File: config.mk
export PLATFORM = sky130hd
export DESIGN_NAME = apa102_frame_builder
export DESIGN_NICKNAME = d
export VERILOG_FILES = /design/src/design/apafb_pkg.sv /design/src/design/apa102_frame_builder.sv /design/src/design/apafb_ctrl.sv /design/src/design/apafb_dp.sv
export SDC_FILE = /design/constraint.sdc
export NUM_CORES = 1
export LEC_CHECK = 0
export BUFFER_PORTS_ARGS = -buffer_cell sky130_fd_sc_hd__buf_2
export CAP_MARGIN = 10
export CORE_MARGIN = 2
export CORE_UTILIZATION = 55
export CTS_BUF_LIST = sky130_fd_sc_hd__clkbuf_8
export DETAILED_ROUTE_END_ITERATION = 8
export HOLD_SLACK_MARGIN = 0.08
export PLACE_DENSITY = 0.82
export SLEW_MARGIN = 10
export SYNTH_ARGS = -nofsm -noshare
export SYNTH_HDL_FRONTEND = slang
export SYNTH_HIERARCHICAL = 1
export SYNTH_SLANG_ARGS = --single-unit
File: constraint.sdc
create_clock -name clk -period 3.25 [get_ports clk]
set_input_delay 0 -clock clk [delete_from_list [all_inputs] [get_ports clk]]
set_output_delay 0 -clock clk [all_outputs]
set_load 0.1 [all_outputs]
File: src/design/apafb_pkg.sv
// apafb_pkg: shared types, constants and helpers for the APA102 frame builder.
// Used by apafb_ctrl, apafb_dp and apa102_frame_builder; depends on nothing.
`timescale 1ns / 1ps
`default_nettype none

package apafb_pkg;

	localparam int MAX_LEDS  = 16;
	localparam int IDX_W     = (MAX_LEDS > 1) ? $clog2(MAX_LEDS) : 1;
	localparam int CNT_W     = $clog2(MAX_LEDS + 1);
	localparam int LCNT_W    = 5;
	localparam int END_WORDS = 8;
	localparam int END_CNT_W = $clog2(END_WORDS);

	localparam logic [LCNT_W-1:0] LED_COUNT_RST = LCNT_W'(12);
	localparam logic [31:0]       START_WORD    = 32'h0000_0000;
	localparam logic [31:0]       END_WORD      = 32'h0101_0101;
	localparam logic [7:0]        LED_HEADER    = 8'hFF;

	typedef enum logic [1:0] {
		MODE_RGB    = 2'd0,
		MODE_SCALED = 2'd1,
		MODE_SHOW   = 2'd2,
		MODE_CLEAR  = 2'd3
	} mode_t;

	typedef enum logic [2:0] {
		ST_IDLE,
		ST_SCALE,
		ST_START,
		ST_LEDS,
		ST_END
	} state_t;

	typedef enum logic [1:0] {
		SEL_START,
		SEL_LED,
		SEL_END
	} sel_t;

	// controller -> datapath
	typedef struct packed {
		logic             wr_rgb;
		logic             mul_load;
		logic             wr_scaled;
		logic             clr;
		logic             emit;
		sel_t             sel;
		logic             last;
		logic [IDX_W-1:0] led_addr;
	} cmd_t;

	// datapath -> controller
	typedef struct packed {
		logic [CNT_W-1:0] active;
	} status_t;

	// exact x/255 for any 16-bit product of two bytes
	function automatic logic [7:0] div255(input logic [15:0] x);
		logic [16:0] t;
		t = 17'(x) + 17'(x[15:8]) + 17'd1;
		return t[15:8];
	endfunction

endpackage

`default_nettype wire

File: src/design/apa102_frame_builder.sv
// APA102 strip frame builder: usage notes below.
// Start/busy command port in, one-cycle strobed word stream out.
// Channels: a command is taken at a clock edge where start is high and busy
//   is low; mode picks write RGB, write scaled packed color, show or clear.
// Config: cfg_we/cfg_wdata set led_count (reset 12, above 16 acts as 16);
//   write it only while no show is running.
// Writes: an RGB write takes effect at the accepting edge, busy stays low.
//   A scaled write first registers the three channel*level products, then
//   divides them by 255 and stores them; busy is high for 1 cycle.
// Show/clear: busy during the frame (n = active LEDs); the start word appears
//   the cycle after the first busy cycle, then one word per cycle: n LED
//   words, eight end words, last_word on the final one. One word per clock
//   is set by the single store read port walked by the LED counter.
//   Clear zeroes the active entries at the accepting edge, then shows.
// Output: word_valid marks frame_word/last_word for exactly one cycle; the
//   receiver has no back-pressure.
// Reset: asynchronous; the color store is zeroed and led_count goes to 12.
// Depends on apafb_pkg, apafb_ctrl, apafb_dp.
`timescale 1ns / 1ps
`default_nettype none

module apa102_frame_builder (
	input  wire logic        clk,
	input  wire logic        arst_n,
	input  wire logic        start,
	output logic             busy,
	input  wire logic [1:0]  mode,
	input  wire logic [7:0]  led_index,
	input  wire logic [7:0]  red,
	input  wire logic [7:0]  green,
	input  wire logic [7:0]  blue,
	input  wire logic [31:0] packed_color,
	input  wire logic        cfg_we,
	input  wire logic [4:0]  cfg_wdata,
	output logic [31:0]      frame_word,
	output logic             last_word,
	output logic             word_valid
);

	apafb_pkg::cmd_t    cmd;
	apafb_pkg::status_t sts;

	apafb_ctrl u_ctrl (
		.clk    (clk),
		.arst_n (arst_n),
		.start  (start),
		.mode   (mode),
		.sts    (sts),
		.cmd    (cmd),
		.busy   (busy)
	);

	apafb_dp u_dp (
		.clk          (clk),
		.arst_n       (arst_n),
		.cmd          (cmd),
		.sts          (sts),
		.cfg_we       (cfg_we),
		.cfg_wdata    (cfg_wdata),
		.led_index    (led_index),
		.red          (red),
		.green        (green),
		.blue         (blue),
		.packed_color (packed_color),
		.frame_word   (frame_word),
		.last_word    (last_word),
		.word_valid   (word_valid)
	);

endmodule

`default_nettype wire

File: src/design/apafb_ctrl.sv
// apafb_ctrl: sequencer for writes, shows and clears of the frame builder.
// Depends on apafb_pkg; drives apafb_dp through cmd_t, reads status_t.
`timescale 1ns / 1ps
`default_nettype none

module apafb_ctrl (
	input  wire logic               clk,
	input  wire logic               arst_n,
	input  wire logic               start,
	input  wire logic [1:0]         mode,
	input  wire apafb_pkg::status_t sts,
	output apafb_pkg::cmd_t         cmd,
	output logic                    busy
);

	apafb_pkg::state_t                    state_q, state_d;
	logic [apafb_pkg::IDX_W-1:0]          led_q;
	logic [apafb_pkg::END_CNT_W-1:0]      end_q;
	apafb_pkg::mode_t                     mode_in;
	logic                                 led_last;
	logic                                 end_last;

	assign mode_in  = apafb_pkg::mode_t'(mode);
	assign led_last = (32'(led_q) + 32'd1) >= 32'(sts.active);
	assign end_last = (end_q == apafb_pkg::END_CNT_W'(apafb_pkg::END_WORDS - 1));

	always_ff @(posedge clk or negedge arst_n) begin
		if (!arst_n) begin
			state_q <= apafb_pkg::ST_IDLE;
			led_q   <= '0;
			end_q   <= '0;
		end else begin
			state_q <= state_d;
			if (state_q == apafb_pkg::ST_LEDS)
				led_q <= led_q + 1'b1;
			else
				led_q <= '0;
			if (state_q == apafb_pkg::ST_END)
				end_q <= end_q + 1'b1;
			else
				end_q <= '0;
		end
	end

	always_comb begin
		state_d = state_q;
		case (state_q)
			apafb_pkg::ST_IDLE: begin
				if (start) begin
					case (mode_in)
						apafb_pkg::MODE_SCALED: state_d = apafb_pkg::ST_SCALE;
						apafb_pkg::MODE_SHOW,
						apafb_pkg::MODE_CLEAR:  state_d = apafb_pkg::ST_START;
						default:                state_d = apafb_pkg::ST_IDLE;
					endcase
				end
			end
			apafb_pkg::ST_SCALE: state_d = apafb_pkg::ST_IDLE;
			apafb_pkg::ST_START: begin
				if (sts.active == '0)
					state_d = apafb_pkg::ST_END;
				else
					state_d = apafb_pkg::ST_LEDS;
			end
			apafb_pkg::ST_LEDS: begin
				if (led_last)
					state_d = apafb_pkg::ST_END;
			end
			apafb_pkg::ST_END: begin
				if (end_last)
					state_d = apafb_pkg::ST_IDLE;
			end
			default: state_d = apafb_pkg::ST_IDLE;
		endcase
	end

	always_comb begin
		cmd          = '0;
		cmd.sel      = apafb_pkg::SEL_START;
		cmd.led_addr = led_q;
		busy         = 1'b1;
		case (state_q)
			apafb_pkg::ST_IDLE: begin
				busy         = 1'b0;
				cmd.wr_rgb   = start && (mode_in == apafb_pkg::MODE_RGB);
				cmd.mul_load = start && (mode_in == apafb_pkg::MODE_SCALED);
				cmd.clr      = start && (mode_in == apafb_pkg::MODE_CLEAR);
			end
			apafb_pkg::ST_SCALE: cmd.wr_scaled = 1'b1;
			apafb_pkg::ST_START: begin
				cmd.emit = 1'b1;
				cmd.sel  = apafb_pkg::SEL_START;
			end
			apafb_pkg::ST_LEDS: begin
				cmd.emit = 1'b1;
				cmd.sel  = apafb_pkg::SEL_LED;
			end
			apafb_pkg::ST_END: begin
				cmd.emit = 1'b1;
				cmd.sel  = apafb_pkg::SEL_END;
				cmd.last = end_last;
			end
			default: busy = 1'b1;
		endcase
	end

	a_cmd_excl: assert property (@(posedge clk) disable iff (!arst_n)
		$onehot0({cmd.wr_rgb, cmd.mul_load, cmd.wr_scaled, cmd.clr, cmd.emit}))
		else $error("conflicting datapath commands");

	a_show_busy: assert property (@(posedge clk) disable iff (!arst_n)
		start && !busy && (mode_in == apafb_pkg::MODE_SHOW || mode_in == apafb_pkg::MODE_CLEAR)
		|=> busy && state_q == apafb_pkg::ST_START)
		else $error("show not started");

	a_end_done: assert property (@(posedge clk) disable iff (!arst_n)
		state_q == apafb_pkg::ST_END && end_last |=> !busy)
		else $error("frame did not finish after last end word");

	a_scale_once: assert property (@(posedge clk) disable iff (!arst_n)
		cmd.wr_scaled |-> $past(cmd.mul_load))
		else $error("scaled write without product load");

endmodule

`default_nettype wire

File: src/design/apafb_dp.sv
// apafb_dp: color store, level scaling, count register and frame word output.
// Depends on apafb_pkg; commanded by apafb_ctrl.
`timescale 1ns / 1ps
`default_nettype none

module apafb_dp (
	input  wire logic                        clk,
	input  wire logic                        arst_n,
	input  wire apafb_pkg::cmd_t             cmd,
	output apafb_pkg::status_t               sts,
	input  wire logic                        cfg_we,
	input  wire logic [apafb_pkg::LCNT_W-1:0] cfg_wdata,
	input  wire logic [7:0]                  led_index,
	input  wire logic [7:0]                  red,
	input  wire logic [7:0]                  green,
	input  wire logic [7:0]                  blue,
	input  wire logic [31:0]                 packed_color,
	output logic [31:0]                      frame_word,
	output logic                             last_word,
	output logic                             word_valid
);

	logic [apafb_pkg::LCNT_W-1:0] led_count_q;
	logic [apafb_pkg::CNT_W-1:0]  active;
	logic [23:0]                  store_q [apafb_pkg::MAX_LEDS];
	logic [15:0]                  prod_r_q, prod_g_q, prod_b_q;
	logic [7:0]                   idx_q;
	logic                         idx_ok, idx_ok_q;
	logic [23:0]                  rd;
	logic [31:0]                  word_d;
	logic [31:0]                  word_q;
	logic                         last_q, valid_q;

	assign active = (32'(led_count_q) > 32'(apafb_pkg::MAX_LEDS))
		? apafb_pkg::CNT_W'(apafb_pkg::MAX_LEDS) : apafb_pkg::CNT_W'(led_count_q);
	assign sts.active = active;
	assign idx_ok     = 32'(led_index) < 32'(active);

	always_ff @(posedge clk or negedge arst_n) begin
		if (!arst_n)
			led_count_q <= apafb_pkg::LED_COUNT_RST;
		else if (cfg_we)
			led_count_q <= cfg_wdata;
	end

	// products registered before the /255 correction
	always_ff @(posedge clk) begin
		if (cmd.mul_load) begin
			prod_r_q <= 16'(packed_color[31:24]) * 16'(packed_color[7:0]);
			prod_g_q <= 16'(packed_color[23:16]) * 16'(packed_color[7:0]);
			prod_b_q <= 16'(packed_color[15:8]) * 16'(packed_color[7:0]);
			idx_q    <= led_index;
			idx_ok_q <= idx_ok;
		end
	end

	always_ff @(posedge clk or negedge arst_n) begin
		if (!arst_n) begin
			for (int i = 0; i < apafb_pkg::MAX_LEDS; i++)
				store_q[i] <= '0;
		end else if (cmd.clr) begin
			for (int i = 0; i < apafb_pkg::MAX_LEDS; i++)
				if (i < 32'(active))
					store_q[i] <= '0;
		end else if (cmd.wr_rgb && idx_ok) begin
			store_q[led_index[apafb_pkg::IDX_W-1:0]] <= {red, green, blue};
		end else if (cmd.wr_scaled && idx_ok_q) begin
			store_q[idx_q[apafb_pkg::IDX_W-1:0]] <= {apafb_pkg::div255(prod_r_q),
				apafb_pkg::div255(prod_g_q), apafb_pkg::div255(prod_b_q)};
		end
	end

	assign rd = store_q[cmd.led_addr];

	always_comb begin
		case (cmd.sel)
			apafb_pkg::SEL_START: word_d = apafb_pkg::START_WORD;
			apafb_pkg::SEL_LED:   word_d = {apafb_pkg::LED_HEADER, rd[7:0], rd[15:8], rd[23:16]};
			apafb_pkg::SEL_END:   word_d = apafb_pkg::END_WORD;
			default:              word_d = apafb_pkg::START_WORD;
		endcase
	end

	always_ff @(posedge clk or negedge arst_n) begin
		if (!arst_n) begin
			valid_q <= 1'b0;
			last_q  <= 1'b0;
		end else begin
			valid_q <= cmd.emit;
			last_q  <= cmd.emit && cmd.last;
		end
	end

	always_ff @(posedge clk) begin
		if (cmd.emit)
			word_q <= word_d;
	end

	assign frame_word = word_q;
	assign last_word  = last_q;
	assign word_valid = valid_q;

	a_last_is_end: assert property (@(posedge clk) disable iff (!arst_n)
		last_q |-> valid_q && word_q == apafb_pkg::END_WORD)
		else $error("last flag on a word that is not an end word");

	a_emit_out: assert property (@(posedge clk) disable iff (!arst_n)
		cmd.emit |=> valid_q)
		else $error("emitted word did not reach the output");

endmodule

`default_nettype wire
; Word-level counts from Yosys, hierarchy flattened
; Cells that the tools add are included.
[word_totals]
ff_bits = 486
inputBits = 75
[op_classes]
eq_ne = 29
n_addsub = 9
bitwise = 3
n_reduce_logical = 30
mux = 44
multipliers = 3
n_lt_le_gt_ge = 24
[ops]
columns = op, n
row1 = two-way mux 384 bit, 3
row2 = bitwise mux 384 bit, 2
row3 = two-way mux 24 bit, 20
row4 = demux 24 bit (select 4 bit), 2
row5 = binary-select mux 24 bit (select 4 bit), 1
row6 = case mux 32 bit (2 select lines), 1
row7 = "adder 16 x 1 -> 16 bit, second input constant", 3
row8 = adder 16 x 8 -> 16 bit, 3
row9 = multiplier 8 x 8 -> 16 bit, 3
row10 = "< comparator 4 x 5 -> 1 bit, first input constant", 8
row11 = "inequality test 2 x 1 -> 1 bit, second input constant", 18
row12 = greater-or-equal comparator 32 x 5 -> 1 bit, 1
row13 = AND reduction 2 bit, 16
row14 = "< comparator 3 x 5 -> 1 bit, first input constant", 4
row15 = "greater-or-equal comparator 5 bit, second input constant", 3
row16 = two-way mux 3 bit, 5
row17 = NOT 4 -> 5 bit, 3
row18 = case mux 3 bit (4 select lines), 1
row19 = "< comparator 1 x 5 -> 1 bit, first input constant", 2
row20 = "< comparator 2 x 5 -> 1 bit, first input constant", 2
row21 = "< comparator 5 x 1 -> 1 bit, second input constant", 2
row22 = case mux 3 bit (3 select lines), 1
row23 = logical AND 1 bit, 8
row24 = < comparator 8 x 5 -> 1 bit, 1
row25 = 21 further kinds, 29

; Longest topological paths before layout
[logic_depth]
depth_word = 9
ltp_mapped = 17
ltp_nobuf = 16

; Hierarchy
; Netlist, hierarchy kept.
[modules_own_cells]
columns = module, area_per_inst_um2, seq_area_each_um2, cells_each, n_inst
row1 = apafb_dp, 31935.6, 12159.2, 3253, 1
row2 = apafb_ctrl, 669.4, 250.2, 69, 1

; Worst setup path after synthesis
; Ideal clock, no wire load.
[synth_timing]
kind = input-to-reg
from = input packed_color[2]
to = register u_dp.prod_b_q[15] (data pin)
arrival_time_ps = 3772
setup_slack_ps = -788
stages = 16
setup_ps = 266
path_cell_list = clkbuf_1 > nand2_1 > fa_1 > fa_1 > inv_1 > fa_1 > inv_1 > fa_1 > inv_1 > ha_1 > o21a_1 > o31a_1 > o41ai_1 > o21ai_0 > o41ai_1 > xnor2_1
[synth_between]
elab_chain_cells = 1
[synth_lines]
columns = item, line
row1 = from (decl), apa102_frame_builder.sv:32  ; input wire logic [31:0] packed_color,
row2 = multiplier 8 x 8 -> 16 bit, apafb_dp.sv:51  ; prod_b_q <= 16'(packed_color[15:8]) * 16'(packed_color[7:0]);
row3 = to (signal assigned), apafb_dp.sv:51
row4 = to (decl), apafb_dp.sv:26  ; logic [15:0] prod_r_q, prod_g_q, prod_b_q;
; No other way between the ends.
; A chain may end at the register's enable or synchronous reset.

; Worst setup path after layout
[layout_timing]
from = input packed_color[6]
to = register u_dp.prod_g_q[15] (data pin)
[layout_between]
elab_chain_cells = 1
[layout_lines]
columns = item, line
row1 = multiplier 8 x 8 -> 16 bit, apafb_dp.sv:50  ; prod_g_q <= 16'(packed_color[23:16]) * 16'(packed_color[7:0]);
row2 = to (signal assigned), apafb_dp.sv:50
row3 = to (decl), apafb_dp.sv:26
; No other way between the ends.

==> flow_summary.yaml <==
run_status:
  outcome: "finished, violations left"
  violations: "negative setup slack"
worst_setup_path:
  critPathCaptureType: "register"
  regToRegSetupSlack_ns: 0.04
  critPathCapture: "u_dp/prod_g_q[15]"
  regToRegEndpoint: "u_dp/store_q[247]"
  crit_path_max_incr_delay_ns: 0.57
  cp_max_fo: 6
  crit_top_cell: "fa_1"
  worst_ep_required_time_ns: 3.75
  cp_slowest_cell: "fa_1"
  path_depth: 17
  path_buf_inv: 5
  worstReg2RegStart: "u_dp/led_count_q[4]"
  worst_r2r_path_depth: 13
  critPathLaunchType: "input port"
  crit_chain: "buf_12, buf_8, buf_6, buf_4, nand2_1, fa_1, fa_1, inv_1, fa_1, ha_1, ha_1, a21o_1, a21o_1, or3_4, o211ai_1, nor2_1, a211oi_2"
  cp_data_arrival_time_ns: 3.84
  crit_family: "adder cells"
  path_class: "input port to register"
  cp-startpoint: "packed_color[6]"
power:
  p_per_area_nw_per_um2: 764
  vdd_drop_max_mv: 0.664
  p_leak_nw: 15.9
yosys:
  synthSimpleGateAreaFrac_pct: 11.7
  syn_inst: 3322
  synth_edf_count: 79
  synth_compound_area_share_pct: 21.2
  synth_seq_cells: 480
  synthMuxAreaShare_pct: 9.02
  synth_top_area_share_pct: 30.6
  yosys.area_share.xor_xnor_pct: 1.32
  synthAdderAreaFrac_pct: 12.1
  yosysWarnings: 6
  syn_area_um2: 32600
  yosysTopAreaCell: "dfrtp_1"
  synth_top_family_by_area: "compound AO/OA/AOI/OAI gates"
  synth_ff_type: "dfrtp_1"
  synth_nets: 3648
  avgSynthCellArea_um2: 9.81
  ys_async_sr_fraction_pct: 83.5
  synth_cell_types: 77
  ys_seq_area_share_pct: 38.1
  synth_area_leaders: "dfrtp_1 (31%), mux4_2 (8.3%), a21oi_1 (7.6%)"
die:
  initial_core_util_pct: 55.5
  die-height_um: 247
  core_um2: 58800
  die_w_um: 247
  io_pins: 110
  die_area_um2: 61200
  num_rows: 89
timing:
  drv_slew: 0
  relSlewSlack_pct: 31.5
  hold_viol_final: 0
  period_share_pct: 102
  fin_skew_ns: 0.0626
  fin_ws_ns: -0.0812
  whs_ns: 0.118
  fin_crit_ns: 3.33
  setup_viol: 7
  tightest_slew_ns: 1.02
  max_freq_mhz: 300
  rsz0062_at_grt: "true"
  finalSetupTns_ns: -0.270
drt:
  drc: 0
  routed_wl_mm: 104
  wire_per_inst_um: 23.8
  via_count: 29503
  ant_nets: 0
  viasPerCell: 6.75
  dr.pass1.iters: 7
  drt_first_iter_violations: 4089
global_routing:
  grt_max_degree: 92
  grt_util_all_layers_pct: 33.5
  grt_pass1_vias: 29984
  antenna_found_initial: 15
  overflow: 0
  grt_pass1_wl_mm: 161
clock_network:
  insertion_delay_ns: 0.71
  numCtsBuffers: 80
  cts-root-buf: "clkbuf_8"
  clk_pin_slew_worst_paths_ns: 0.06
  clkSinkCount: 480
  cts_tree: "built"
  clk_path_buf_depth: 3
  htreeDepth: 3
finish:
  layout-drive-gt1-share_pct: 22.8
  n_fill_cell: 4199
  final_util_pct: 66.0
  register_area_um2: 12400
  layout.nets: 3857
  area_growth_pct: 19.1
  multiInputGateArea_um2: 18900
place:
  place_hpwl_mm: 67.1
  post-place-ws_ns: -0.937
  gp_congestion: 0.932
  port_buffers: 109
flow_run:
  cap_violations: 0
worst_hold_path:
  hp-class: "input port to register"
==> repair_timing <==
action                                  CTS  global route
cloned                                    0             2
hold buffers                             62             0
buffers inserted                          3            15
resized for setup                         8            96
endpoints found under the setup margin    5           327
pin swaps                                10            49
endpoints found under the hold margin   803             0
==> where the power goes <==
group	internal [mW]	total [mW]	switching [mW]
Clock	3.22	5.86	2.64
Combinational	5.69	13.3	7.60
Sequential	8.96	10.5	1.53
==> stage by stage <==
step	area (um2)	std cells	power (mW)
floorplan	33000	3322	19.1
global placement	35900	4141	22.3
detailed placement	35900	4141	22.9
CTS	38300	4349	28.9
global route	38800	4367	31.2
finish	38800	4370	29.7
==> worst min-delay path by stage <==
stage / end / depth (start not counted) / start
6_report: u_dp/prod_g_q[2] / 5 / packed_color[2]
5_1_grt: u_dp/prod_g_q[2] / 5 / packed_color[2]
4_1_cts: u_dp/prod_r_q[2] / 5 / packed_color[24]
3_5_place_dp: u_dp/store_q[217] / 1 / arst_n
3_3_place_gp: u_dp/store_q[217] / 1 / arst_n
2_1_floorplan: u_ctrl/end_q[0] / 0 / arst_n
==> cell type report <==
cell class | count | area share [%]
Sequential cell | 480 | 32.0
Tap cell | 773 | 2.49
Inverter | 180 | 1.74
Antenna cell | 5 | 0.0322
Timing Repair Buffer | 454 | 10.7
Clock inverter | 49 | 1.11
Clock buffer | 94 | 3.33
Multi-Input combinational cell | 2335 | 48.6
==> metal layers <==
metal / vias up / share of wire, % / wire, um / track usage [%]
li1: 12418 / - / - / -
met1: 14314 / 35 / 36400 / 41.1
met2: 2255 / 47 / 49200 / 53.8
met3: 494 / 13 / 13500 / 10.7
met4: 22 / 4.7 / 4880 / 16.0
met5: - / 0.13 / 140 / 0
==> worst register-to-register path, delay by kind of cell (launching register included) <==
family / cells / cell delay, ns
mux: 1 / 0.25
compound gates: 5 / 1.06
flops: 1 / 0.39
fa+ha+maj: 1 / 0.28
simple gates: 1 / 0.17
buf+inv: 5 / 1.02
==> cell families (layout without fill, tap and decap cells) <==
kind of cell | Yosys count | after routing
AOI/OAI and AO/OA | 1103 | 1103
and+or+nand+nor | 790 | 790
buffers and inverters | 507 | 777
DFF | 480 | 480
adders and majority gates | 251 | 251
muxes | 142 | 142
xor gates and xnor gates | 49 | 49
other | 0 | 5
==> cells in the mapped netlist (40+ instances only) <==
master,number
fa_1,108
xnor2_1,40
a2bb2oi_1,41
o21ai_0,107
a31oi_1,92
nor2_1,264
and2_1,161
edfxtp_1,79
clkbuf_1,198
nand2_1,182
inv_1,180
dfrtp_1,399
a21oi_1,494
buf_2,72
mux4_2,120
a22oi_1,244
ha_1,143
==> state kept, by name, summed over array words and instances (netlist names) <==
signal            flops
u_dp/led_count_q      5
u_ctrl/end_q          3
u_dp/last_word        1
u_dp/word_valid       1
u_dp/idx_ok_q         1
u_dp/prod_r_q        16
u_ctrl/led_q          4
u_dp/prod_b_q        16
u_dp/idx_q            4
u_dp/store_q        384
u_dp/frame_word      26
u_dp/prod_g_q        16
u_ctrl/state_q        3
==> cell usage in the layout, fill, tap and decap left out, drive strengths merged, types with 27 or more instances in the layout <==
cell type      n
mux4         120
fa           108
dlygate4sd3   61
clkbuf        96
and2         166
a2bb2oi       41
a31oi         93
xnor2         40
buf          391
a21oi        497
nand2        182
ha           143
nor2         264
nor3          27
nor2b         35
dfrtp        399
inv          208
o21ai        110
edfxtp        79
a22oi        245
Power figures use the tool's default switching activity.
